**src/hw/rtl/srpm_pkg.sv**
```systemverilog
// Shared types and constants for the stereo RMS and peak-hold level meter.
package srpm_pkg;

    localparam int SAMPLE_BITS    = 24;
    localparam int COEFF_BITS     = 16;
    localparam int GAIN_BITS      = 16;
    localparam int GAIN_FRAC      = 12;
    localparam int HOLD_LEN_BITS  = 18;
    localparam int MS_BITS        = 2 * SAMPLE_BITS - 1;
    localparam int MS_PROD_BITS   = MS_BITS + COEFF_BITS;
    localparam int GAIN_PROD_BITS = SAMPLE_BITS + GAIN_BITS;
    localparam int MUL_A_BITS     = MS_BITS;
    localparam int MUL_B_BITS     = SAMPLE_BITS;
    localparam int PROD_BITS      = MUL_A_BITS + MUL_B_BITS;
    localparam int DECAY_SHIFT    = 16;
    localparam int CFG_ADDR_BITS  = 5;
    localparam int CFG_DATA_BITS  = 32;

    localparam logic [15:0] DECAY_MUL = 16'd65208;
    localparam logic [SAMPLE_BITS-1:0] MAG_MAX_NEG = {1'b1, {(SAMPLE_BITS-1){1'b0}}};
    localparam logic [SAMPLE_BITS-1:0] MAG_MAX_POS = {1'b0, {(SAMPLE_BITS-1){1'b1}}};

    localparam logic [COEFF_BITS-1:0]    COEFF_RESET    = 16'd65326;
    localparam logic [HOLD_LEN_BITS-1:0] HOLD_LEN_RESET = 18'd48000;
    localparam logic [GAIN_BITS-1:0]     GAIN_RESET     = 16'd4096;

    typedef enum logic [2:0] {
        REG_SMOOTHING_COEFF = 3'd0,
        REG_HOLD_LENGTH     = 3'd1,
        REG_INPUT_GAIN      = 3'd2,
        REG_FREEZE          = 3'd3,
        REG_BYPASS          = 3'd4
    } t_reg_idx;

    typedef enum logic [2:0] {
        ST_IDLE,
        ST_GAIN,
        ST_SAT,
        ST_SQ,
        ST_MSC,
        ST_MSD,
        ST_FIN
    } t_state;

    typedef struct packed {
        logic                          channel;
        logic signed [SAMPLE_BITS-1:0] sample;
        logic                          block_end;
    } t_in_word;

    typedef struct packed {
        logic                   meter_channel;
        logic [MS_BITS-1:0]     mean_square;
        logic [SAMPLE_BITS-1:0] block_peak;
        logic [SAMPLE_BITS-1:0] held_peak;
    } t_out_word;

endpackage

```
**src/hw/rtl/stereo_rms_peak_hold_meter_core.sv**
```systemverilog
// Stereo RMS and peak-hold level meter with one shared multiplier.
//
// Each input word carries one signed sample for a channel and a block-end
// flag. The sample is scaled by the input gain, then feeds a one-pole mean
// square, a peak-hold level and a block peak kept per channel. A word with
// block_end set produces one output word holding the channel's readings,
// unless freeze is set, and clears that channel's block peak.
// An input word is taken when i_in_valid is high and o_in_stall is low.
// o_in_stall stays high from each accepted word until the sequence is back in idle,
// so a new word is taken only once the last one is through. The single multiplier
// forms the gain, decay, square and two smoothing products in turn.
// A reading is loaded into o_out_word at the final step, after the gain, saturate, square and two smoothing steps. It
// sits in an output register until taken; while i_out_stall holds it, the
// block waits at its final step and does not accept new words.
// With bypass set, or for a channel beyond the configured count, a word is
// accepted and dropped at once. Registers are written over the APB port; the user
// must write them only while the block is idle, which the block itself does not enforce.
// Reset returns all configuration registers to their defaults and clears the channel state.
module stereo_rms_peak_hold_meter_core
    import srpm_pkg::*;
#(
    parameter int NUM_CHANNELS = 2
) (
    input  logic                     i_clk,
    input  logic                     i_rst_n,
    input  logic                     i_in_valid,
    output logic                     o_in_stall,
    input  t_in_word                 i_in_word,
    output logic                     o_out_valid,
    input  logic                     i_out_stall,
    output t_out_word                o_out_word,
    input  logic                     psel,
    input  logic                     penable,
    input  logic                     pwrite,
    input  logic [CFG_ADDR_BITS-1:0] paddr,
    input  logic [CFG_DATA_BITS-1:0] pwdata,
    output logic [CFG_DATA_BITS-1:0] prdata,
    output logic                     pready
);

    localparam int CH_W = (NUM_CHANNELS > 1) ? $clog2(NUM_CHANNELS) : 1;

    logic [COEFF_BITS-1:0]    r_coeff;
    logic [HOLD_LEN_BITS-1:0] r_hold_len;
    logic [GAIN_BITS-1:0]     r_gain;
    logic                     r_freeze;
    logic                     r_bypass;

    logic [MS_BITS-1:0]       r_ms    [NUM_CHANNELS];
    logic [SAMPLE_BITS-1:0]   r_hold  [NUM_CHANNELS];
    logic [HOLD_LEN_BITS-1:0] r_cnt   [NUM_CHANNELS];
    logic [SAMPLE_BITS-1:0]   r_bpeak [NUM_CHANNELS];

    t_state                   r_state;
    t_state                   n_state;
    logic [CH_W-1:0]          r_ch;
    logic                     r_last;
    logic                     r_neg;
    logic [SAMPLE_BITS-1:0]   r_mag;
    logic [SAMPLE_BITS-1:0]   r_a;
    logic [MS_BITS-1:0]       r_sq;
    logic [MS_PROD_BITS-1:0]  r_acc;
    logic [PROD_BITS-1:0]     r_prod;
    logic                     r_out_valid;
    t_out_word                r_out;

    logic                     cfg_wr;
    t_reg_idx                 cfg_idx;
    logic                     in_accept;
    logic                     in_keep;
    logic                     fin_go;
    logic [MUL_A_BITS-1:0]    mul_a;
    logic [MUL_B_BITS-1:0]    mul_b;
    logic [PROD_BITS-1:0]     n_prod;
    logic [SAMPLE_BITS-1:0]   in_mag;
    logic [GAIN_PROD_BITS:0]  rnd;
    logic [GAIN_PROD_BITS-GAIN_FRAC:0] scaled;
    logic [SAMPLE_BITS-1:0]   sat_lim;
    logic [SAMPLE_BITS-1:0]   n_a;
    logic [SAMPLE_BITS-1:0]   decayed;
    logic [COEFF_BITS:0]      coeff_cmp;
    logic [MS_PROD_BITS:0]    ms_sum;
    logic [HOLD_LEN_BITS-1:0] hold_load;

    // Configuration port.
    assign pready  = 1'b1;
    assign cfg_idx = t_reg_idx'(paddr[4:2]);
    assign cfg_wr  = psel && penable && pwrite && pready;

    always_comb begin
        prdata = '0;
        case (cfg_idx)
            REG_SMOOTHING_COEFF: prdata = CFG_DATA_BITS'(r_coeff);
            REG_HOLD_LENGTH:     prdata = CFG_DATA_BITS'(r_hold_len);
            REG_INPUT_GAIN:      prdata = CFG_DATA_BITS'(r_gain);
            REG_FREEZE:          prdata = CFG_DATA_BITS'(r_freeze);
            REG_BYPASS:          prdata = CFG_DATA_BITS'(r_bypass);
            default:             prdata = '0;
        endcase
    end

    always_ff @(posedge i_clk) begin
        if (!i_rst_n) begin
            r_coeff    <= COEFF_RESET;
            r_hold_len <= HOLD_LEN_RESET;
            r_gain     <= GAIN_RESET;
            r_freeze   <= 1'b0;
            r_bypass   <= 1'b0;
        end else if (cfg_wr) begin
            case (cfg_idx)
                REG_SMOOTHING_COEFF: r_coeff    <= pwdata[COEFF_BITS-1:0];
                REG_HOLD_LENGTH:     r_hold_len <= pwdata[HOLD_LEN_BITS-1:0];
                REG_INPUT_GAIN:      r_gain     <= pwdata[GAIN_BITS-1:0];
                REG_FREEZE:          r_freeze   <= pwdata[0];
                REG_BYPASS:          r_bypass   <= pwdata[0];
                default:             r_freeze   <= r_freeze;
            endcase
        end
    end

    // Input side.
    assign in_accept = i_in_valid && !o_in_stall;
    assign in_keep   = !r_bypass && (int'(i_in_word.channel) < NUM_CHANNELS);
    assign in_mag    = i_in_word.sample[SAMPLE_BITS-1]
                     ? (~i_in_word.sample + SAMPLE_BITS'(1)) : i_in_word.sample;
    assign fin_go    = !r_out_valid || !i_out_stall;

    // Saturating round of the gain product, the decay shift and the smoothing sum.
    assign rnd       = {1'b0, r_prod[GAIN_PROD_BITS-1:0]}
                     + (GAIN_PROD_BITS+1)'(1 << (GAIN_FRAC - 1));
    assign scaled    = rnd[GAIN_PROD_BITS:GAIN_FRAC];
    assign sat_lim   = r_neg ? MAG_MAX_NEG : MAG_MAX_POS;
    assign n_a       = (scaled > (GAIN_PROD_BITS-GAIN_FRAC+1)'(sat_lim))
                     ? sat_lim : scaled[SAMPLE_BITS-1:0];
    assign decayed   = r_prod[SAMPLE_BITS+DECAY_SHIFT-1:DECAY_SHIFT];
    assign coeff_cmp = {1'b1, {COEFF_BITS{1'b0}}} - {1'b0, r_coeff};
    assign ms_sum    = {1'b0, r_acc} + {1'b0, r_prod[MS_PROD_BITS-1:0]};
    assign hold_load = (r_hold_len == '0) ? HOLD_LEN_BITS'(1) : r_hold_len;
    assign n_prod    = mul_a * mul_b;

    // Sequencer.
    always_comb begin
        n_state = r_state;
        case (r_state)
            ST_IDLE: if (in_accept && in_keep) n_state = ST_GAIN;
            ST_GAIN: n_state = ST_SAT;
            ST_SAT:  n_state = ST_SQ;
            ST_SQ:   n_state = ST_MSC;
            ST_MSC:  n_state = ST_MSD;
            ST_MSD:  n_state = ST_FIN;
            ST_FIN:  if (fin_go) n_state = ST_IDLE;
            default: n_state = ST_IDLE;
        endcase
    end

    always_comb begin
        o_in_stall = (r_state != ST_IDLE);
        mul_a      = '0;
        mul_b      = '0;
        case (r_state)
            ST_GAIN: begin
                mul_a = MUL_A_BITS'(r_mag);
                mul_b = MUL_B_BITS'(r_gain);
            end
            ST_SAT: begin
                mul_a = MUL_A_BITS'(r_hold[r_ch]);
                mul_b = MUL_B_BITS'(DECAY_MUL);
            end
            ST_SQ: begin
                mul_a = MUL_A_BITS'(r_a);
                mul_b = r_a;
            end
            ST_MSC: begin
                mul_a = r_ms[r_ch];
                mul_b = MUL_B_BITS'(r_coeff);
            end
            ST_MSD: begin
                mul_a = r_sq;
                mul_b = MUL_B_BITS'(coeff_cmp);
            end
            default: begin
                mul_a = '0;
                mul_b = '0;
            end
        endcase
    end

    always_ff @(posedge i_clk) begin
        if (!i_rst_n) begin
            r_state <= ST_IDLE;
        end else begin
            r_state <= n_state;
        end
    end

    // Datapath and per-channel state.
    // The last product is held through the final step so a stalled reading keeps its sum.
    always_ff @(posedge i_clk) begin
        if (r_state != ST_FIN) begin
            r_prod <= n_prod;
        end
        case (r_state)
            ST_IDLE: begin
                r_ch   <= CH_W'(i_in_word.channel);
                r_last <= i_in_word.block_end;
                r_neg  <= i_in_word.sample[SAMPLE_BITS-1];
                r_mag  <= in_mag;
            end
            ST_SAT: r_a <= n_a;
            ST_MSC: r_sq <= r_prod[MS_BITS-1:0];
            ST_MSD: r_acc <= r_prod[MS_PROD_BITS-1:0];
            default: r_a <= r_a;
        endcase
    end

    always_ff @(posedge i_clk) begin
        if (!i_rst_n) begin
            for (int i = 0; i < NUM_CHANNELS; i++) begin
                r_ms[i]    <= '0;
                r_hold[i]  <= '0;
                r_cnt[i]   <= '0;
                r_bpeak[i] <= '0;
            end
        end else begin
            case (r_state)
                ST_SQ: begin
                    if (r_a >= r_hold[r_ch]) begin
                        r_hold[r_ch] <= r_a;
                        r_cnt[r_ch]  <= hold_load;
                    end else if (r_cnt[r_ch] != '0) begin
                        r_cnt[r_ch] <= r_cnt[r_ch] - HOLD_LEN_BITS'(1);
                    end else begin
                        r_hold[r_ch] <= decayed;
                    end
                    if (r_a > r_bpeak[r_ch]) begin
                        r_bpeak[r_ch] <= r_a;
                    end
                end
                ST_FIN: begin
                    if (fin_go) begin
                        r_ms[r_ch] <= ms_sum[MS_PROD_BITS-1:COEFF_BITS];
                        if (r_last) begin
                            r_bpeak[r_ch] <= '0;
                        end
                    end
                end
                default: r_ms[r_ch] <= r_ms[r_ch];
            endcase
        end
    end

    // Output register.
    always_ff @(posedge i_clk) begin
        if (!i_rst_n) begin
            r_out_valid <= 1'b0;
        end else if (r_state == ST_FIN && fin_go && r_last && !r_freeze) begin
            r_out_valid <= 1'b1;
        end else if (!i_out_stall) begin
            r_out_valid <= 1'b0;
        end
    end

    always_ff @(posedge i_clk) begin
        if (r_state == ST_FIN && fin_go && r_last && !r_freeze) begin
            r_out.meter_channel <= r_ch[0];
            r_out.mean_square   <= ms_sum[MS_PROD_BITS-1:COEFF_BITS];
            r_out.block_peak    <= r_bpeak[r_ch];
            r_out.held_peak     <= r_hold[r_ch];
        end
    end

    assign o_out_valid = r_out_valid;
    assign o_out_word  = r_out;

    // Checks on the sequencer and the output register.
    a_fin_waits: assert property (@(posedge i_clk) disable iff (!i_rst_n)
        (r_state == ST_FIN && !fin_go) |=> (r_state == ST_FIN))
        else $error("final step left while output register was blocked");

    a_out_from_fin: assert property (@(posedge i_clk) disable iff (!i_rst_n)
        $rose(r_out_valid) |-> ($past(r_state) == ST_FIN))
        else $error("output word loaded outside the final step");

    a_keep_starts: assert property (@(posedge i_clk) disable iff (!i_rst_n)
        (in_accept && in_keep) |=> (r_state == ST_GAIN))
        else $error("accepted word did not start the sequence");

    a_drop_idle: assert property (@(posedge i_clk) disable iff (!i_rst_n)
        (in_accept && !in_keep) |=> (r_state == ST_IDLE && !$rose(r_out_valid)))
        else $error("dropped word started work");

    a_hold_range: assert property (@(posedge i_clk) disable iff (!i_rst_n)
        (r_state == ST_FIN) |-> (r_hold[r_ch] <= MAG_MAX_NEG
                                 && r_bpeak[r_ch] <= MAG_MAX_NEG))
        else $error("level above full scale");

endmodule
```
**config.mk**
```make
export PLATFORM = sky130hd
export DESIGN_NAME = stereo_rms_peak_hold_meter_core
export DESIGN_NICKNAME = d
export VERILOG_FILES = /design/src/hw/rtl/srpm_pkg.sv /design/src/hw/rtl/stereo_rms_peak_hold_meter_core.sv
export SDC_FILE = /design/constraint.sdc
export NUM_CORES = 2
export LEC_CHECK = 0
export BUFFER_PORTS_ARGS = -buffer_cell sky130_fd_sc_hd__buf_2
export CORE_UTILIZATION = 33
export DETAILED_ROUTE_END_ITERATION = 16
export PLACE_DENSITY_LB_ADDON = 0.12
export SETUP_SLACK_MARGIN = 0.5
export SLEW_MARGIN = 10
export SYNTH_ARGS = -nofsm -noshare
export SYNTH_HDL_FRONTEND = slang
export SYNTH_SLANG_ARGS = --single-unit
```
**constraint.sdc**
```tcl
create_clock -name i_clk -period 12.5 [get_ports i_clk]
set_input_delay 1.25 -clock i_clk [delete_from_list [all_inputs] [get_ports i_clk]]
set_output_delay 1.25 -clock i_clk [all_outputs]
set_load 0.02 [all_outputs]
```
**Word level (Yosys, flattened, before mapping)**

Memory sizes are Yosys's and may differ from the RTL's. A register that Yosys moved wholly into a read port is not among the register bits.
Index checks and enable logic that the tools add are counted.

- Memories kept: 4
- Bits in writable memories: 226
- Flip-flop bits (word level): 376
- Output and inout port bits: 131

- $lt $le $gt $ge: 3
- Bitwise logic cells: 5
- $add $sub $neg: 5
- Equal/unequal tests: 14
- Reduce and logical (&&, ||, !) cells: 29
- Multiplexer cells: 63
- Multipliers: 1

Memories:

| memory | words | bits a word | read ports | clocked after Yosys merged registers in | write ports | line | RTL |
|---|---|---|---|---|---|---|---|
| r_ms | 2 | 47 | 1 | 1 | 2 | stereo_rms_peak_hold_meter_core.sv:49 | `logic [MS_BITS-1:0] r_ms [NUM_CHANNELS];` |
| r_bpeak | 2 | 24 | 1 | 1 | 2 | stereo_rms_peak_hold_meter_core.sv:52 | `logic [SAMPLE_BITS-1:0] r_bpeak [NUM_CHANNELS];` |
| r_hold | 2 | 24 | 1 | 1 | 2 | stereo_rms_peak_hold_meter_core.sv:50 | `logic [SAMPLE_BITS-1:0] r_hold [NUM_CHANNELS];` |
| r_cnt | 2 | 18 | 1 | 1 | 2 | stereo_rms_peak_hold_meter_core.sv:51 | `logic [HOLD_LEN_BITS-1:0] r_cnt [NUM_CHANNELS];` |

Operators by type and width:

| kind | count |
|---|---|
| 47-bit one-hot mux with 5 select lines | 1 |
| 24-bit two-way mux | 6 |
| 24-bit one-hot mux with 5 select lines | 1 |
| 47-bit two-way mux | 2 |
| 18-bit one-hot mux with 5 select lines | 1 |
| 63-bit adder | 1 |
| 47-bit by 24-bit multiplier with 63-bit output | 1 |
| 18-bit two-way mux | 3 |
| 24-bit OR reduction | 2 |
| 47-bit OR reduction | 1 |
| 1-bit two-way mux | 45 |
| 40-bit by 12-bit adder with 41-bit output (second input constant) | 1 |
| 29-bit by 24-bit greater-than comparator with 1-bit output | 1 |
| 24-bit by 2-bit adder with 24-bit output (second input constant) | 1 |
| 24-bit greater-or-equal comparator | 1 |
| 24-bit greater-than comparator | 1 |
| 24-bit inverter | 1 |
| 23-bit two-way mux | 1 |
| 3-bit one-hot mux with 7 select lines | 1 |
| 18-bit logical NOT | 1 |
| 18-bit nonzero test | 1 |
| 18-bit OR reduction | 1 |
| 18-bit by 1-bit subtractor with 18-bit output (second input constant) | 1 |
| 17-bit by 16-bit subtractor with 17-bit output (first input constant) | 1 |
| 15 further kinds | 43 |

**Longest topological paths before layout**

- Word-level depth: 9
- Mapped depth: 37
- Depth with buffers taken out: 33

**Worst setup path after synthesis**

Ideal clock, no wire load.

- Path type: reg2reg
- Start: reg r_state[0]
- End: reg r_prod[62], data pin
- Required time: 12240 ps
- Library setup time: 260 ps
- Path slack: 2130 ps
- Arrival time: 10110 ps
- Cell stages (with the launch flop): 33
- Cells stage by stage: dfxtp_1 -> buf_2 -> inv_1 -> nor2_1 -> nand2_1 -> inv_1 -> buf_2 -> buf_1 -> clkbuf_1 -> a22oi_1 -> nor2_1 -> fa_1 -> fa_1 -> inv_1 -> fa_1 -> fa_1 -> inv_1 -> fa_1 -> fa_1 -> inv_1 -> fa_1 -> inv_1 -> ha_1 -> a21o_1 -> a21oi_1 -> nor2b_1 -> a311oi_1 -> o221ai_1 -> a221o_1 -> a21o_1 -> a221o_1 -> a21oi_2 -> xnor2_1

- Cells in the longest elaborated chain, start to end: 3
- Elaborated cells on any way between the ends: 8
- Classes of those cells: mul: 1; eq/ne: 5; mux: 2

RTL lines:

| what | line | RTL |
|---|---|---|
| from (decl) | stereo_rms_peak_hold_meter_core.sv:54 | `t_state r_state;` |
| from (signal assigned) | stereo_rms_peak_hold_meter_core.sv:192 | `r_state <= n_state;` |
| 3-bit equality test (tied with other cells) | stereo_rms_peak_hold_meter_core.sv:160 | `case (r_state)` |
| 47-bit one-hot mux with 5 select lines or 24-bit one-hot mux with 5 select lines (tied branches) | stereo_rms_peak_hold_meter_core.sv:160 |  |
| 47-bit by 24-bit multiplier with 63-bit output * | stereo_rms_peak_hold_meter_core.sv:139 | `assign n_prod = mul_a * mul_b;` |
| named net n_prod[62] | stereo_rms_peak_hold_meter_core.sv:74 | `logic [PROD_BITS-1:0] n_prod;` |
| to (signal assigned) | stereo_rms_peak_hold_meter_core.sv:200 | `r_prod <= n_prod;` |
| to (decl) | stereo_rms_peak_hold_meter_core.sv:63 | `logic [PROD_BITS-1:0] r_prod;` |

Mark *: on every way through the listed nets, which the timed path passes. The rest lies on a longest branch.
A chain may end at the register's enable or synchronous reset.

**Final worst setup path**

Same ends and word-level chain as after synthesis.

==> flow_summary.json <==
{
  "wire_per_inst_microns": 23.8,
  "maxCapViolations": 0,
  "synth.most_common_cell": "inv_1",
  "grt_max_degree": 77,
  "cp.arrival_ns": 10.88,
  "cts_buffer_depth": 3,
  "synthTopCellsByCount": "inv_1 (1175), fa_1 (962), nor2_1 (867), nand2_1 (651), edfxtp_1 (546)",
  "viasPerCell": 5.02,
  "cts_setup_buffers": 0,
  "cpPeakStageDelay_ns": 0.66,
  "gp_congestion": 0.891,
  "slew_headroom": 0.135,
  "h-tree-depth": 3,
  "status": "complete, no violations",
  "synth_cells": 6487,
  "grt.total_usage": 0.227,
  "critPathMaxFanout": 66,
  "wirelength_microns": 220000,
  "cts_hold_buf": 0,
  "std_cell_rows": 161,
  "startpoint": "r_state[0]",
  "antenna_found_initial": 15,
  "leakagePower_nw": 31.1,
  "area_growth_pct": 10.7,
  "drc": 0,
  "clockRootBuffer": "clkbuf_16",
  "synth-edff-count": 546,
  "fin_crit_ns": 10.48,
  "clock-sinks": 603,
  "synth.avg_cell_area_sq_um": 9.85,
  "cts_tree": "built",
  "drt_iter0_markers": 3234,
  "hold_viol_final": 0,
  "critPathRequiredTime_ns": 12.90,
  "die_x_microns": 442,
  "ys_seq_area_frac": 0.275,
  "fmax_ghz": 0.0955,
  "via_count": 46500,
  "grt_pass1_vias": 48700,
  "crit_slowest_cell": "a211o_1",
  "critical_path_class": "flop to flop",
  "yosysWarnings": 0,
  "crit-reg2reg-launch": "r_state[0]",
  "slew_violations": 0,
  "syn_area_sq_mm": 0.0639,
  "power_density_mw_per_mm2": 137,
  "grt.overflow.total": 0,
  "timing.setup.tns_ns": 0,
  "synth_seq_cells": 603,
  "rsz0062_at_grt": "no",
  "worst_pin_slew_ns": 1.30,
  "cts_made_buffers": 70,
  "async_flop_share": 0,
  "io_buffer_count": 169,
  "start_util": 0.332,
  "irDropWorstVdd_v": 0.000141,
  "worst_r2r_path_depth": 31,
  "dr.pass1.iters": 5,
  "synth_top_area_share": 0.302,
  "finalNetCount": 7999,
  "crit_top_cell": "fa_1",
  "n_antenna_cell": 0,
  "hold_class": "flop to flop",
  "dieHeight_microns": 442,
  "drive_above_1_share": 0.0848,
  "clock_skew_ns": 0.0439,
  "ys.flop_type": "edfxtp_1",
  "die_area_sq_mm": 0.195,
  "finalSetupViolCount": 0,
  "hpwlAfterDp_microns": 171000,
  "grt_pass1_wl_microns": 328000,
  "synthDistinctLibCells": 97,
  "power_mw": 9.70,
  "yosys.area.top_type": "fa_1",
  "ioPinCount": 201,
  "drtAntennaViolNets": 0,
  "clkTransAtPathRegs_ns": 0.06,
  "worst_setup_path_end_kind": "flop",
  "clk_latency_ns": 0.68,
  "core_sq_mm": 0.192,
  "num-fill-cells": 19500,
  "crit_end": "r_prod[62]",
  "startpoint_type": "flop",
  "reg2reg_slack_ns": 2.02,
  "finalCritPeriodShare": 0.838,
  "ctsResizeCount": 0,
  "ys_top_cells_by_area": "fa_1 (30%), edfxtp_1 (26%), inv_1 (6.9%), ha_1 (5.7%), nor2_1 (5.1%)",
  "rr_endpoint": "r_prod[62]"
}
flip-flops by register name (all words and copies together) (netlist names), named ones only:
signal and flops:
r_a 24, r_state 3, r_gain 16, r_acc 63, r_coeff 16, r_ms 94
r_prod 63, r_last 1, r_hold_len 18, o_out_word 96, r_sq 47, r_bpeak 48
r_hold 48, o_out_valid 1, r_freeze 1, r_ch 1, r_cnt 36, r_mag 24
r_neg 1, r_bypass 1
worst min path at each step:
stage               start        endpoint  slack [ns]  cells past startpoint
4_1_cts        r_prod[58]       r_acc[58]        0.47                      0
5_1_grt        r_prod[49]       r_acc[49]        0.48                      0
6_report       r_prod[56]       r_acc[56]        0.47                      0
3_3_place_gp   r_prod[56]       r_acc[56]        0.46                      0
3_5_place_dp   r_prod[58]       r_acc[58]        0.46                      0
2_1_floorplan        r_ch  o_out_word[95]        0.42                      0
per-layer routing:
| metal | track usage | routed length, microns | vias up |
|---|---|---|---|
| met4 | 0.0621 | 6410 | 0 |
| li1 | - | - | 20900 |
| met3 | 0.0300 | 9930 | 264 |
| met1 | 0.293 | 92900 | 24200 |
| met5 | 0 | 0 | - |
| met2 | 0.397 | 111000 | 1128 |
report_power, final:
| part | internal (mW) | switching (mW) | total [mW] |
|---|---|---|---|
| Clock | 1.19 | 0.913 | 2.10 |
| Combinational | 1.71 | 3.05 | 4.76 |
| Sequential | 2.59 | 0.251 | 2.84 |
critical path, delay by kind of cell, from the launching register on:
family | cells | cell delay, ns
fa+ha+maj | 8 | 3.90
compound gates | 9 | 3.06
buf+inv | 9 | 1.88
simple gates | 4 | 0.88
flops | 1 | 0.30
xor+xnor | 1 | 0.10
cells in the final DEF (no fill, tap or decap), drive strengths merged, types with 72 or more instances in the layout:
cell,netlist,routed
a21oi,272,272
and2,72,72
xnor2,133,133
mux2,73,73
a21o,83,83
mux2i,159,159
clkbuf,223,87
ha,291,291
nor2,867,867
edfxtp,546,546
fa,962,962
nand2,651,651
inv,1175,1181
o21ai,131,131
buf,101,302
conb,2,141
cell type report:
type | count | area, sq um | area share
Timing Repair Buffer | 302 | 1860 | 0.0264
Clock buffer | 87 | 1920 | 0.0271
Multi-Input combinational cell | 4523 | 41400 | 0.586
Sequential cell | 603 | 17500 | 0.248
Clock inverter | 40 | 389 | 0.00550
Tap cell | 2526 | 3160 | 0.0447
Inverter | 1176 | 4420 | 0.0625
cells by family after synthesis:
logic type,after synthesis,share of synthesized area
compound gates,780,0.0826
xor+xnor,187,0.0256
fa+ha+maj,1253,0.359
buf+inv,1500,0.0914
flops,603,0.275
mux,233,0.0381
other cells,2,0.000118
simple gates,1929,0.129
stage by stage:
step | hold slack (ns) | setup slack, ns | cell area (sq um) | cells | util
6_report | 0.470 | 2.02 | 70700 | 9257 | 0.368
5_1_grt | 0.476 | 1.56 | 70700 | 9257 | 0.368
4_1_cts | 0.475 | 1.98 | 70700 | 9257 | 0.368
3_5_place_dp | 0.457 | 2.05 | 68400 | 9130 | 0.356
3_3_place_gp | 0.455 | 2.07 | 68400 | 9129 | 0.356
2_1_floorplan | 0.424 | 2.13 | 64400 | 6626 | -
Power figures use the tool's default switching activity.
